[src/rtl/ids_pkg.sv]
// ----------------------------------------------------------------------------
// ids_pkg
// Shared types and constants for the idle shutdown and status LED controller.
// ----------------------------------------------------------------------------
`default_nettype none

package ids_pkg;

   localparam int unsigned CSR_DATA_W  = 30;
   localparam int unsigned CSR_INDEX_W = 2;
   localparam int unsigned SUB_W       = 30;
   localparam int unsigned QTR_W       = 4;
   localparam int unsigned TIMER_W     = 20;
   localparam int unsigned RED_W       = 16;
   localparam int unsigned BLINK_W     = 4;
   localparam int unsigned PCT_W       = 7;

   localparam logic [QTR_W-1:0]   MAX_QUARTERS = 4'd15;
   localparam logic [BLINK_W:0]   BLINK_LIMIT  = 5'd4;
   localparam logic [BLINK_W:0]   BLINK_SAT    = 5'd15;

   localparam logic [CSR_INDEX_W-1:0] CSR_QUARTER_TICKS = 2'd0;
   localparam logic [CSR_INDEX_W-1:0] CSR_BATT_SHUTOFF  = 2'd1;
   localparam logic [CSR_INDEX_W-1:0] CSR_FLASH_TICKS   = 2'd2;
   localparam logic [CSR_INDEX_W-1:0] CSR_GAP_TICKS     = 2'd3;

   localparam logic [SUB_W-1:0] QUARTER_TICKS_RST = 30'd150000;
   localparam logic [PCT_W-1:0] BATT_SHUTOFF_RST  = 7'd15;
   localparam logic [RED_W-1:0] FLASH_TICKS_RST   = 16'd50;
   localparam logic [RED_W-1:0] GAP_TICKS_RST     = 16'd2000;

   typedef enum logic [2:0] {
      PH_EVAL      = 3'd0,
      PH_FLASH     = 3'd1,
      PH_BLINK_ON  = 3'd2,
      PH_BLINK_OFF = 3'd3,
      PH_GAP       = 3'd4,
      PH_HALT      = 3'd5
   } phase_type;

   typedef struct packed {
      logic             user_activity;
      logic             usb_present;
      logic [PCT_W-1:0] battery_percent;
      logic             command_busy;
   } req_type;

   typedef struct packed {
      logic blue_led;
      logic red_led;
      logic power_off;
   } rsp_type;

   typedef struct packed {
      logic                   wr_en;
      logic [CSR_INDEX_W-1:0] index;
      logic [CSR_DATA_W-1:0]  wr_data;
   } csr_type;

endpackage

`default_nettype wire

[src/rtl/ids_ctrl.sv]
// ----------------------------------------------------------------------------
// ids_ctrl
// Configuration registers, idle counters, red timeout and blink sequencer.
// Advances one tick per step and presents the tick's LED result.
// ----------------------------------------------------------------------------
`default_nettype none

module ids_ctrl (
   input  wire logic            clock,
   input  wire logic            reset,
   input  wire ids_pkg::csr_type csr,
   input  wire logic            step,
   input  wire ids_pkg::req_type req,
   output ids_pkg::rsp_type     rsp_next
);

   logic [ids_pkg::SUB_W-1:0]   quarter_ticks_ff;
   logic [ids_pkg::PCT_W-1:0]   batt_shutoff_ff;
   logic [ids_pkg::RED_W-1:0]   flash_ticks_ff;
   logic [ids_pkg::RED_W-1:0]   gap_ticks_ff;

   logic [ids_pkg::SUB_W-1:0]   sub_ff, sub_in;
   logic [ids_pkg::QTR_W-1:0]   quarters_ff, quarters_in;
   ids_pkg::phase_type          phase_ff, phase_in;
   logic [ids_pkg::BLINK_W-1:0] blinks_ff, blinks_in;
   logic [ids_pkg::TIMER_W-1:0] timer_ff, timer_in;
   logic                        blue_ff, blue_in;
   logic                        red_ff, red_in;
   logic [ids_pkg::RED_W-1:0]   red_timer_ff, red_timer_in;
   logic                        halted_ff, halted_in;

   logic [ids_pkg::TIMER_W-1:0] flash_len;
   logic [ids_pkg::TIMER_W-1:0] off_len;
   logic [ids_pkg::TIMER_W-1:0] gap_len;

   // 15x and 4x flash period
   assign flash_len = ({4'b0, flash_ticks_ff} << 4) - {4'b0, flash_ticks_ff};
   assign off_len   = {2'b0, flash_ticks_ff, 2'b0};
   assign gap_len   = {4'b0, gap_ticks_ff};

   always_ff @(posedge clock) begin
      if (reset) begin
         quarter_ticks_ff <= ids_pkg::QUARTER_TICKS_RST;
         batt_shutoff_ff  <= ids_pkg::BATT_SHUTOFF_RST;
         flash_ticks_ff   <= ids_pkg::FLASH_TICKS_RST;
         gap_ticks_ff     <= ids_pkg::GAP_TICKS_RST;
      end else if (csr.wr_en) begin
         case (csr.index)
            ids_pkg::CSR_QUARTER_TICKS: quarter_ticks_ff <= csr.wr_data;
            ids_pkg::CSR_BATT_SHUTOFF:  batt_shutoff_ff  <= csr.wr_data[ids_pkg::PCT_W-1:0];
            ids_pkg::CSR_FLASH_TICKS:   flash_ticks_ff   <= csr.wr_data[ids_pkg::RED_W-1:0];
            ids_pkg::CSR_GAP_TICKS:     gap_ticks_ff     <= csr.wr_data[ids_pkg::RED_W-1:0];
            default: ;
         endcase
      end
   end

   always_comb begin
      logic [ids_pkg::SUB_W-1:0]   sub_inc;
      logic [ids_pkg::RED_W-1:0]   red_inc;
      logic [ids_pkg::TIMER_W-1:0] timer_inc;
      logic [ids_pkg::BLINK_W:0]   blink_cnt;

      sub_in       = sub_ff;
      quarters_in  = quarters_ff;
      phase_in     = phase_ff;
      blinks_in    = blinks_ff;
      timer_in     = timer_ff;
      blue_in      = blue_ff;
      red_in       = red_ff;
      red_timer_in = red_timer_ff;
      halted_in    = halted_ff;
      sub_inc      = sub_ff + 1'b1;
      red_inc      = red_timer_ff + 1'b1;
      timer_inc    = timer_ff + 1'b1;
      blink_cnt    = '0;

      if (!halted_ff) begin
         // activity and idle counting, red timeout
         if (req.user_activity) begin
            sub_in       = '0;
            quarters_in  = '0;
            red_in       = 1'b1;
            red_timer_in = '0;
         end else begin
            if (sub_inc >= quarter_ticks_ff) begin
               sub_in = '0;
               if (quarters_ff < ids_pkg::MAX_QUARTERS) begin
                  quarters_in = quarters_ff + 1'b1;
               end
            end else begin
               sub_in = sub_inc;
            end
            if (red_ff) begin
               if (red_inc >= flash_ticks_ff) begin
                  red_in       = 1'b0;
                  red_timer_in = '0;
               end else begin
                  red_timer_in = red_inc;
               end
            end
         end

         case (phase_ff)
            ids_pkg::PH_FLASH: begin
               timer_in = timer_inc;
               if (timer_inc >= flash_len) begin
                  blue_in      = 1'b0;
                  red_in       = 1'b0;
                  red_timer_in = '0;
                  halted_in    = 1'b1;
                  phase_in     = ids_pkg::PH_HALT;
                  timer_in     = '0;
               end
            end
            ids_pkg::PH_BLINK_ON: begin
               timer_in = timer_inc;
               if (timer_inc >= {4'b0, flash_ticks_ff}) begin
                  blue_in  = req.command_busy;
                  phase_in = ids_pkg::PH_BLINK_OFF;
                  timer_in = '0;
               end
            end
            ids_pkg::PH_BLINK_OFF: begin
               timer_in = timer_inc;
               if (timer_inc >= off_len) begin
                  blinks_in = blinks_ff - 1'b1;
                  timer_in  = '0;
                  if (blinks_in != '0) begin
                     blue_in  = !req.command_busy;
                     phase_in = ids_pkg::PH_BLINK_ON;
                  end else begin
                     phase_in = ids_pkg::PH_GAP;
                  end
               end
            end
            ids_pkg::PH_GAP: begin
               timer_in = timer_inc;
               if (timer_inc >= gap_len) begin
                  phase_in = ids_pkg::PH_EVAL;
                  timer_in = '0;
               end
            end
            ids_pkg::PH_HALT: begin
            end
            default: begin
               // evaluate: blink count is the ceiling of elapsed quarters, saturated at 15, or 1 with USB present
               blink_cnt = {1'b0, quarters_in} + {{ids_pkg::BLINK_W{1'b0}}, (sub_in != '0)};
               if (blink_cnt > ids_pkg::BLINK_SAT) begin
                  blink_cnt = ids_pkg::BLINK_SAT;
               end
               if (req.usb_present) begin
                  blink_cnt = 5'd1;
               end
               timer_in = '0;
               if ((blink_cnt > ids_pkg::BLINK_LIMIT) &&
                   (req.battery_percent < batt_shutoff_ff)) begin
                  blue_in      = 1'b1;
                  red_in       = 1'b1;
                  red_timer_in = '0;
                  phase_in     = ids_pkg::PH_FLASH;
               end else begin
                  if (blink_cnt > ids_pkg::BLINK_LIMIT) begin
                     sub_in       = '0;
                     quarters_in  = '0;
                     red_in       = 1'b1;
                     red_timer_in = '0;
                  end
                  if (blink_cnt == '0) begin
                     phase_in = ids_pkg::PH_GAP;
                  end else begin
                     blinks_in = blink_cnt[ids_pkg::BLINK_W-1:0];
                     blue_in   = !req.command_busy;
                     phase_in  = ids_pkg::PH_BLINK_ON;
                  end
               end
            end
         endcase
      end
   end

   always_comb begin
      rsp_next.blue_led  = blue_in;
      rsp_next.red_led   = red_in;
      rsp_next.power_off = halted_in;
   end

   always_ff @(posedge clock) begin
      if (reset) begin
         sub_ff       <= '0;
         quarters_ff  <= '0;
         phase_ff     <= ids_pkg::PH_EVAL;
         blinks_ff    <= '0;
         timer_ff     <= '0;
         blue_ff      <= 1'b0;
         red_ff       <= 1'b0;
         red_timer_ff <= '0;
         halted_ff    <= 1'b0;
      end else if (step) begin
         sub_ff       <= sub_in;
         quarters_ff  <= quarters_in;
         phase_ff     <= phase_in;
         blinks_ff    <= blinks_in;
         timer_ff     <= timer_in;
         blue_ff      <= blue_in;
         red_ff       <= red_in;
         red_timer_ff <= red_timer_in;
         halted_ff    <= halted_in;
      end
   end

endmodule

`default_nettype wire

[src/rtl/idle_shutdown_status_led.sv]
// ----------------------------------------------------------------------------
// idle_shutdown_status_led
// Tick-driven idle shutdown and status LED controller.
//
// Each req transaction is one millisecond tick carrying activity, USB
// presence, battery percent and command-busy. Each tick yields exactly one
// rsp transaction with the blue, red and power-off levels after that tick.
// rsp_valid rises when the accepted req transaction has passed the input
// register, then the state update and the result register; a stalled rsp
// can hold it in the input register between the two. One tick is accepted
// every cycle while rsp is not stalled; the state update is combinational.
// The csr port writes quarter_idle_ticks, battery_shutoff_percent,
// flash_ticks and gap_ticks by index; write only while no tick is in flight.
// Reset loads the register defaults, clears all counters and LEDs and puts
// the sequencer in its evaluate phase. A stalled rsp holds its payload; the
// input register keeps accepting until it is full, then req_stall rises.
// ----------------------------------------------------------------------------
`default_nettype none

module idle_shutdown_status_led (
   input  wire logic                               clock,
   input  wire logic                               reset,
   input  wire logic                               req_valid,
   output logic                                    req_stall,
   input  wire ids_pkg::req_type                   req_data,
   output logic                                    rsp_valid,
   input  wire logic                               rsp_stall,
   output ids_pkg::rsp_type                        rsp_data,
   input  wire logic                               csr_wr_en,
   input  wire logic [ids_pkg::CSR_INDEX_W-1:0]    csr_index,
   input  wire logic [ids_pkg::CSR_DATA_W-1:0]     csr_wr_data
);

   logic             in_valid_ff;
   ids_pkg::req_type in_data_ff;
   logic             out_valid_ff;
   ids_pkg::rsp_type out_data_ff;
   logic             advance;
   ids_pkg::csr_type csr;
   ids_pkg::rsp_type rsp_next;

   assign advance   = in_valid_ff && (!out_valid_ff || !rsp_stall);
   assign req_stall = in_valid_ff && !advance;
   assign rsp_valid = out_valid_ff;
   assign rsp_data  = out_data_ff;

   always_comb begin
      csr.wr_en   = csr_wr_en;
      csr.index   = csr_index;
      csr.wr_data = csr_wr_data;
   end

   ids_ctrl u_ctrl (
      .clock    (clock),
      .reset    (reset),
      .csr      (csr),
      .step     (advance),
      .req      (in_data_ff),
      .rsp_next (rsp_next)
   );

   always_ff @(posedge clock) begin
      if (reset) begin
         in_valid_ff  <= 1'b0;
         out_valid_ff <= 1'b0;
      end else begin
         if (!req_stall) begin
            in_valid_ff <= req_valid;
         end
         if (advance) begin
            out_valid_ff <= 1'b1;
         end else if (!rsp_stall) begin
            out_valid_ff <= 1'b0;
         end
      end
   end

   always_ff @(posedge clock) begin
      if (!req_stall && req_valid) begin
         in_data_ff <= req_data;
      end
      if (advance) begin
         out_data_ff <= rsp_next;
      end
   end

endmodule

`default_nettype wire
[config.mk]
export PLATFORM = sky130hd
export DESIGN_NAME = idle_shutdown_status_led
export DESIGN_NICKNAME = d
export VERILOG_FILES = /design/src/rtl/ids_pkg.sv /design/src/rtl/ids_ctrl.sv /design/src/rtl/idle_shutdown_status_led.sv
export SDC_FILE = /design/constraint.sdc
export NUM_CORES = 1
export LEC_CHECK = 0
export ABC_AREA = 0
export BUFFER_PORTS_ARGS = -buffer_cell sky130_fd_sc_hd__clkbuf_2
export CORE_ASPECT_RATIO = 1.25
export CORE_MARGIN = 2
export CORE_UTILIZATION = 45
export DETAILED_ROUTE_END_ITERATION = 8
export HOLD_SLACK_MARGIN = 0.12
export SYNTH_ARGS = -nofsm -noshare
export SYNTH_HDL_FRONTEND = slang
export SYNTH_SLANG_ARGS = --single-unit
[constraint.sdc]
create_clock -name clock -period 7.4 [get_ports clock]
set_clock_uncertainty 0.15 [all_clocks]
set_input_delay 0.74 -clock clock [delete_from_list [all_inputs] [get_ports clock]]
set_output_delay 0.74 -clock clock [all_outputs]
set_load 0.05 [all_outputs]
==> After elaboration in Yosys (flattened, before gate mapping) <==
Cells that the tools add are included.
{ "op_classes": {"bitwise_logic": 3, "order_cmp": 10, "muxes": 62, "n_eq_ne": 15, "n_reduce_logical": 26, "n_addsub": 7} }
{ "op_table": {"columns": ["cell", "count"], "rows": [
  ["two-way mux 30 bit", 6],
  ["one-hot mux 20 bit (5 select lines)", 1],
  ["two-way mux 16 bit", 6],
  ["two-way mux 20 bit", 4],
  [">= comparator 20 x 16 -> 1 bit", 2],
  ["two-way mux 4 bit", 10],
  ["one-hot mux 16 bit (2 select lines)", 1],
  ["adder 30 x 1 -> 30 bit, second input constant", 1],
  [">= comparator 30 bit", 1],
  ["nonzero test 30 bit", 1],
  ["two-way mux 3 bit", 7],
  ["adder 20 x 1 -> 20 bit, second input constant", 1],
  [">= comparator 20 x 18 -> 1 bit", 1],
  [">= comparator 20 bit", 1],
  ["two-way mux 5 bit", 4],
  ["subtractor 20 x 16 -> 20 bit", 1],
  ["two-way mux 1 bit", 19],
  ["adder 16 x 1 -> 16 bit, second input constant", 1],
  [">= comparator 16 bit", 1],
  ["one-hot mux 3 bit (5 select lines)", 1],
  ["inequality test 2 x 1 -> 1 bit, second input constant", 5],
  ["AND reduction 2 bit", 5],
  ["one-hot mux 4 bit (2 select lines)", 1],
  ["OR reduction 4 bit", 2],
  ["other kinds (27)", 40]
]} }
{ "totals": {"in_bits": 47, "wordCells": 145, "out_inout_bits": 5, "ff_bits": 164} }

==> Depth between registers and ports, before layout <==
Gate-level depths: netlist of the first run.
{ "depth": {"word_depth": 17, "ltp_mapped": 29, "depth_no_buf": 26} }

==> Cells and area by module <==
Synthesis of the first run repeated with hierarchy kept, for this count alone.
{ "unflattened": {"hier_cells": 1377, "hier_area_um2": 11279.6} }
{ "by_module_without_submodules": {"columns": ["mod", "cells_per_inst", "instances", "area_each_um2", "seq_area_each_um2"], "rows": [
  ["ids_ctrl", 1354, 1, 10802.9, 2982.9],
  ["idle_shutdown_status_led", 23, 1, 476.7, 430.4]
]} }

==> Worst setup path before layout of the first run <==
No wires, ideal clock.
{ "synth_timing": {"path_type": "register -> register", "from": "register u_ctrl.sub_ff[0] in the netlist's numbering", "to": "register u_ctrl.sub_ff[19] in the netlist's numbering", "setup_slack_ps": 967, "path_stages_with_launch": 29, "required_ps": 7177, "arrival_time_ps": 6210, "synth_period_minus_slack_ps": 6433, "path_buffers": 2, "setup_time_ps": 73, "cell_sequence": "dfxtp_1 > ha_1 > nand2_1 > nor3_1 > nand3_1 > nor3_1 > and3_1 > clkbuf_1 > nand3_1 > xnor2_1 > ha_1 > a21oi_1 > a21boi_1 > a211o_1 > a21oi_2 > a21oi_1 > xnor2_1 > nor2_1 > ha_1 > ha_1 > or4_1 > a21oi_1 > nor3_1 > mux2i_4 > a221o_2 > or3b_1 > buf_4 > or4_1 > o211ai_2"} }
{ "synth_via": {"elab_chain_cells": 16, "word_cells_on_any_way": 20, "cone_classes": "2 x add/sub; 3 x order compare; 13 x mux; 2 x reduce/logical"} }
{ "synth_lines": {"columns": ["item", "line_no", "source"], "rows": [
  ["start, declared", "ids_ctrl.sv:22", "logic [ids_pkg::SUB_W-1:0] sub_ff, sub_in;"],
  ["start signal, assigned", "ids_ctrl.sv:200", "sub_ff <= sub_in;"],
  ["adder 30 x 1 -> 30 bit *", "ids_ctrl.sv:73", "sub_inc = sub_ff + 1'b1;"],
  [">= comparator 30 bit", "ids_ctrl.sv:86", "if (sub_inc >= quarter_ticks_ff) begin"],
  ["two-way mux 30 bit", "ids_ctrl.sv:86", null],
  ["two-way mux 30 bit", "ids_ctrl.sv:80", "if (req.user_activity) begin"],
  ["two-way mux 30 bit", "ids_ctrl.sv:78", "if (!halted_ff) begin"],
  ["nonzero test 30 bit", "ids_ctrl.sv:148", "blink_cnt = {1'b0, quarters_in} + {{ids_pkg::BLINK_W{1'b0}}, (sub_in != '0)};"],
  ["adder 4 x 1 -> 5 bit", "ids_ctrl.sv:148", null],
  ["greater-than comparator 5 x 4 -> 1 bit", "ids_ctrl.sv:149", "if (blink_cnt > ids_pkg::BLINK_SAT) begin"],
  ["two-way mux 5 bit", "ids_ctrl.sv:149", null],
  ["two-way mux 5 bit", "ids_ctrl.sv:152", "if (req.usb_present) begin"],
  ["two-way mux 5 bit", "ids_ctrl.sv:104", "case (phase_ff)"],
  ["two-way mux 5 bit", "ids_ctrl.sv:78", null],
  ["greater-than comparator 5 x 3 -> 1 bit", "ids_ctrl.sv:156, ids_ctrl.sv:163", null],
  ["two-way mux 30 bit / logical AND 1 bit (equally long branches)", "ids_ctrl.sv:163, ids_ctrl.sv:156", null],
  ["two-way mux 30 bit", "ids_ctrl.sv:156", "if ((blink_cnt > ids_pkg::BLINK_LIMIT) &&"],
  ["two-way mux 30 bit *", "ids_ctrl.sv:104", null]
]} }
Every way passes the cells marked *; elsewhere a longest branch is shown, timed or not. The select of a mux whose other input is x is not followed.
A chain may end at the register's enable or synchronous reset.

==> Worst setup path in the final report of the first run <==
{ "layout_timing": {"from": "register u_ctrl.sub_ff[0] in the netlist's numbering", "to": "register u_ctrl.sub_ff[23] in the netlist's numbering"} }
Same word-level chain as after synthesis.

==> results.tsv, run 1 <==
metric	value	unit
synth top area cells	dfxtp_1, ha_1, nand2_1	
met2 routed WL	15900	um
per-cell routed wire length	17.0	um
M1 WL	13600	um
Vias per Instance	5.68	
RSZ-0062 raised after global routing	no	
DIE AREA	0.0272	mm^2
Slew Viols, Final	0	
crit path max fanout	8	
quantity of hold-fixing buffers added after cts	0	
FP Rows	65	
Arr. time, crit path	6990	ps
WL met3	708	um
Setup violations, final	0	
top cell type's share of synthesized area	25.9	%
total CTS buffers	17	
area leader, netlist	dfxtp_1	
Placement Setup Slack	289	ps
CP Launch Type	register	
TNS Setup	0	ps
syn_nets	1639	
Worst Reg-to-Reg Cells	26	
Slew @ Worst Pin	1120	ps
vias in the first global route	9952	
register area share after synthesis	29.3	%
Hold Path Class	register to register	
clock-pin slew on the worst setup and hold paths	70	ps
Top-Level Pins	52	
H-tree Lvls	4	
initial drt markers	655	
total core area	0.0254	mm^2
HP Start	u_ctrl.quarter_ticks_ff[16]	
Critical Path Sink Type	register	
Pint	1520	uW
Max Clock Freq	147	MHz
Clock power frac	40.5	%
Cell Pwr Density	170	mW/mm^2
crit share post-route	92.2	%
clk sinks	164	
ANT cells	0	
Max Cap Viol	0	
Yosys cell types	79	
root buf cell	clkbuf_16	
net switching power	653	uW
Post-DRT Antenna Nets	0	
Post-synth ARST share	0	%
detailed-router iteration count before antenna repair	5	
Worst R2R End	u_ctrl.sub_ff[23]	
share of total power in combinational logic	15.6	%
Hold Vio Cnt, Final	0	
crit path kind	register to register	
worst vdd ir	135	uV
initial antenna violation count	0	
routability cong.	0.853	
commonest non-fill, non-tap cell in the layout	nand2_1	
DRC viols	0	
# resized after CTS	0	
vias post-DR	10400	
TritonCTS clock tree	done	
Post-synth top flop	dfxtp_1	
GRT overflow	0	
share of layout cells above drive strength 1	8.57	%
reg2reg setup slack	580	ps
Highest Signal Layer	met4	
Die Width	148	um
Ys Warns	0	
CP required	7570	ps
final net count	1668	
Tmin final	6820	ps
Clock Latency Late Sink	440	ps
hold depth	2	
largest net degree at the start of global routing	86	
area grow syn2layout	9.99	%
Post-synth EDFFs	13	
postcts setup bufs	0	
Slew headroom	25.3	%
outcome	complete, no violations	
Max clock buf depth	2	
Mapped Cells	1451	
Die Y	184	um
first-pass GRT wire length	50700	um
worst setup margin	578	ps
Port Buffers	51	
FF+latch count, synth	164	
switching part of the total power	30.0	%
GRT Util Overall	23.4	%
Syn Area/Cell	8.04	um^2
Starting Density	46.0	%
Netlist Area Pre-Place	0.0117	mm^2
Final HPWL DP	23800	um
register share of total power	43.9	%
DRT Wirelength	31200	um
Hold Crit Endpoint	u_ctrl.quarter_ticks_ff[16]	
most frequent cells in the layout	nand2_1, dfxtp_1, ha_1	
Lkg Pwr	0.00564	uW
reg2reg start	u_ctrl.sub_ff[0]	
==> metrics by stage <==
step,instances,total power (uW),utilization (%),hold slack (ps),instance area (um^2)
finish,1828,2180,50.5,303,12800
global placement,1796,1310,48.2,293,12200
global route,1828,2280,50.5,302,12800
CTS,1828,2190,50.4,304,12800
floorplan,1451,1210,-,286,11700
detailed placement,1796,1310,48.2,297,12200
==> flip-flops by register name, summed over array words and instances, names as in the netlist <==
| signal | count |
|---|---|
| u_ctrl.blue_ff | 1 |
| u_ctrl.sub_ff | 30 |
| u_ctrl.quarters_ff | 4 |
| u_ctrl.blinks_ff | 4 |
| u_ctrl.batt_shutoff_ff | 7 |
| rsp_data | 3 |
| u_ctrl.red_timer_ff | 16 |
| u_ctrl.gap_ticks_ff | 16 |
| u_ctrl.flash_ticks_ff | 16 |
| u_ctrl.phase_ff | 3 |
| u_ctrl.quarter_ticks_ff | 30 |
| rsp_valid | 1 |
| u_ctrl.red_ff | 1 |
| in_valid_ff | 1 |
| u_ctrl.halted_ff | 1 |
| u_ctrl.timer_ff | 20 |
| in_data_ff | 10 |
==> worst max-delay path, stage by stage, from the launching register on <==
cell	delay, ps
dfxtp_1	440
ha_1	300
nand2_1	120
nor3_1	260
nand3_1	220
nor3_2	300
and3_1	320
nand3_1	120
xnor2_1	170
ha_1	340
nand4_1	100
nor2_1	210
and3_1	300
o31ai_4	160
a21oi_2	250
xnor2_1	80
nor2_1	130
ha_1	220
ha_1	270
inv_1	80
a2111o_1	390
o31a_1	330
a221o_2	480
or3b_1	350
nor2_1	90
buf_4	190
a221o_1	290
==> power by group through the flow <==
stage / registers (uW) / logic, uW / clock network [uW]
floorplan: 963 / 251 / 0
global placement: 974 / 331 / 0
detailed placement: 975 / 336 / 0
CTS: 954 / 338 / 903
global route: 959 / 384 / 935
finish: 955 / 339 / 883
==> layer usage <==
layer  track usage (%)  vias to the layer above
met5                 0                        -
li1                  -                     5282
met3              3.33                       37
met2              43.6                      152
met4              8.50                        0
met1              27.2                     4917
==> worst max-delay path by stage <==
stage                          start                      to  slack (ps)  cells after the start
floorplan           u_ctrl.sub_ff[0]       u_ctrl.sub_ff[19]         970                     28
CTS                 u_ctrl.sub_ff[0]        u_ctrl.sub_ff[4]         260                     26
detailed placement  u_ctrl.sub_ff[0]       u_ctrl.sub_ff[15]         290                     26
global route        u_ctrl.sub_ff[0]  u_ctrl.red_timer_ff[1]          50                     27
finish              u_ctrl.sub_ff[0]       u_ctrl.sub_ff[23]         580                     26
global placement    u_ctrl.sub_ff[2]        u_ctrl.sub_ff[0]         470                     27
==> area by class of cell <==
cell class | instances | area, um^2
multi-input combinational | 1142 | 7720
tap | 335 | 419
timing repair buffer | 66 | 370
sequential | 164 | 3410
clock inverter | 15 | 140
fill | 2500 | 12500
inverter | 89 | 334
clock buffer | 17 | 425
==> Yosys cell counts, types with 21 or more instances <==
| master | number |
|---|---|
| a21o_1 | 31 |
| a21oi_1 | 110 |
| a22o_1 | 21 |
| a22oi_1 | 36 |
| and3_1 | 31 |
| clkbuf_1 | 47 |
| dfxtp_1 | 151 |
| ha_1 | 141 |
| inv_1 | 89 |
| nand2_1 | 174 |
| nand3_1 | 61 |
| nor2_1 | 131 |
| nor3_1 | 39 |
| o21ai_0 | 59 |
| xnor2_1 | 39 |
| xor2_1 | 38 |
==> cells by family (layout without fill, tap and decap cells) <==
logic type	count (synthesis)	in the layout	share of synthesized area (%)
xor gates and xnor gates	77	77	5.78
and+or+nand+nor	551	551	22.8
DFF	164	164	29.3
AOI/OAI and AO/OA	365	365	21.4
adders and majority gates	141	141	15.1
buffers and inverters	145	187	4.82
muxes	8	8	0.805
Note: power is estimated with default switching activity, not from simulation.
==> run 2, diff against run 1 <==
==> constraint.sdc (replaced) <==
create_clock -name clock -period 7.7 [get_ports clock]
set_clock_uncertainty 0.15 [all_clocks]
set_input_delay 0.77 -clock clock [delete_from_list [all_inputs] [get_ports clock]]
set_output_delay 0.77 -clock clock [all_outputs]
set_load 0.02 [all_outputs]
==> run 2 against run 1 <==
Register-to-register slack got worse by 70 ps. Via count shrank 0.36%. Sequential share of layout area is essentially flat. Largest cell class unchanged. Highest routed layer unchanged.
==> results.tsv, run 2 (synthesized netlist as in run 1, its figures left out) <==
metric	value	unit	change
Die Y	184	um	unchanged
vias post-DR	10400		-0.36%
largest net degree at the start of global routing	86		unchanged
Highest Signal Layer	met4		
Hold Vio Cnt, Final	0		unchanged
fillers	2557		+2.3%
post-route non-filler standard cell count	1822		-0.33%
Slew Viols, Final	0		unchanged
Slew @ Worst Pin	1230	ps	+114 ps
Slew headroom	17.1	%	-8.2 points
FP Rows	65		unchanged
crit path max fanout	12		+4
Crit path max-delay family	simple AND/OR/NAND/NOR gates		
Finished Cell Area	0.0128	mm^2	-0.17%
clock-pin slew on the worst setup and hold paths	70	ps	about the same
most frequent cells in the layout	nand2_1, dfxtp_1, ha_1		
Worst path slowest cell	or4_1		
crit share post-route	93.4	%	+1.2 points
source of the critical timing path	u_ctrl.sub_ff[0]		
worst setup margin	508	ps	-69.4 ps
Crit path top cell by count	ha_1		
Placement Setup Slack	393	ps	+104 ps
Vias per Instance	5.68		about the same
worst vdd ir	133	uV	-1.7%
Placed Area	0.0122	mm^2	-0.31%
TritonCTS clock tree	done		
max incr delay on CP	510	ps	+30 ps
met2 routed WL	15800	um	-0.55%
initial drt markers	562		-14%
switching part of the total power	28.2	%	-1.8 points
Starting Density	46.0	%	unchanged
Critical Path Sink Type	register		
CP required	7920	ps	+350 ps
Clock power frac	41.8	%	+1.3 points
total CTS buffers	17		unchanged
outcome	complete, no violations		
Port Buffers	51		unchanged
Die Width	148	um	unchanged
Top-Level Pins	52		unchanged
area of the multi-input gates	0.00771	mm^2	-0.19%
DRT Wirelength	31300	um	+0.39%
GRT overflow	0		unchanged
root buf cell	clkbuf_16		
net switching power	601	uW	-8.0%
first-pass GRT wire length	51100	um	+0.64%
HP Start	u_ctrl.quarter_ticks_ff[20]		
total core area	0.0254	mm^2	unchanged
crit path kind	register to register		
detailed-router iteration count before antenna repair	5		unchanged
routability cong.	0.847		-0.70%
GRT Util Overall	23.6	%	+0.11 points
ANT cells	0		unchanged
CP Launch Type	register		
WL met3	808	um	+14%
final net count	1663		-0.30%
Post-Place Cells	1791		-0.28%
Pint	1530	uW	+0.39%
M1 WL	13500	um	-0.52%
DIE AREA	0.0272	mm^2	unchanged
Max Clock Freq	139	MHz	-5.1%
Max clock buf depth	2		unchanged
Lkg Pwr	0.00563	uW	-0.33%
register share of total power	43.1	%	-0.8 points
Design Power	2130	uW	-2.1%
Seq. cell area	0.00341	mm^2	unchanged
vias in the first global route	9928		-0.24%
Largest regs	u_ctrl.quarter_ticks_ff (30), u_ctrl.sub_ff (30), u_ctrl.timer_ff (20)		
H-tree Lvls	4		unchanged
share of total power in combinational logic	15.1	%	-0.5 points
DRC viols	0		unchanged
Final HPWL DP	23900	um	+0.54%
Clock Latency Late Sink	440	ps	about the same
area grow syn2layout	9.81	%	
Setup violations, final	0		unchanged
Hold Path Class	register to register		
Core Util, Final	50.5	%	-0.084 points
Buf+Inv Stages, Crit Path	1		-1
postcts setup bufs	0		unchanged
share of layout cells above drive strength 1	8.07	%	-0.50 points
initial antenna violation count	0		unchanged
clk sinks	164		unchanged
per-cell routed wire length	17.2	um	+0.72%
Max Cap Viol	0		unchanged
reg2reg start	u_ctrl.sub_ff[0]		
Post-DRT Antenna Nets	0		unchanged
Cell Pwr Density	166	mW/mm^2	-2.0%
Tmin final	7190	ps	+369 ps
Arr. time, crit path	7410	ps	+420 ps
commonest non-fill, non-tap cell in the layout	nand2_1		
[run 2: repair_timing]
item | 4_1_cts | 5_1_grt
hold buffers | 0 | 0
resized for setup | 0 | 3
endpoints found under the setup margin | 0 | 34
[run 2: path summary, 6_finish.rpt]
path                                      end  cells after the start  slack [ps]
setup reg to reg            u_ctrl.sub_ff[19]                     27         510
hold / removal    u_ctrl.quarter_ticks_ff[20]                      2         300
hold reg to reg   u_ctrl.quarter_ticks_ff[20]                      2         300
setup / recovery            u_ctrl.sub_ff[19]                     27         510
[run 2: through the flow]
step | hold WS (ps) | setup TNS [ps]
3_5_place_dp | 297 | 0
6_report | 305 | 0
3_3_place_gp | 292 | 0
5_1_grt | 322 | -1.46
4_1_cts | 306 | 0
2_1_floorplan | 286 | 0
[run 2: power by group through the flow]
stage               logic (uW)  registers, uW  clock network, uW
floorplan                  241            922                  0
global placement           315            936                  0
detailed placement         319            937                  0
CTS                        322            917                912
global route               365            922                940
finish                     321            918                892
[run 2: cell type report]
type	count	share of cell area, %
multi-input cells	1142	60.2
flip-flops and latches	164	26.7
clock buffers	19	3.46
well taps	335	3.27
inverters	89	2.61
repair buffers	61	2.60
clock inverters	12	1.20
[run 2: worst register-to-register path, cell delays in order, from the launching register on]
cell,delay (ps)
dfxtp_1,450
ha_1,300
nand2_1,130
nor3_2,310
nand3_1,210
nor3_1,370
and3_1,320
nand3_1,120
xnor2_1,170
ha_1,330
nand4_1,110
nor2_1,230
and3_1,310
o31ai_4,160
a21oi_1,340
xnor2_1,160
nor2_1,80
ha_1,250
ha_1,250
or4_1,510
a21oi_1,130
nor3_1,90
mux2i_4,240
a221o_2,280
or3b_1,430
buf_4,210
or4_1,420
o211ai_2,70
[run 2: metal layers]
metal	vias to the layer above	GRT usage, %
li1	5268	-
met1	4855	27.9
met2	178	42.4
met3	50	3.15
met4	0	10.1
met5	-	0
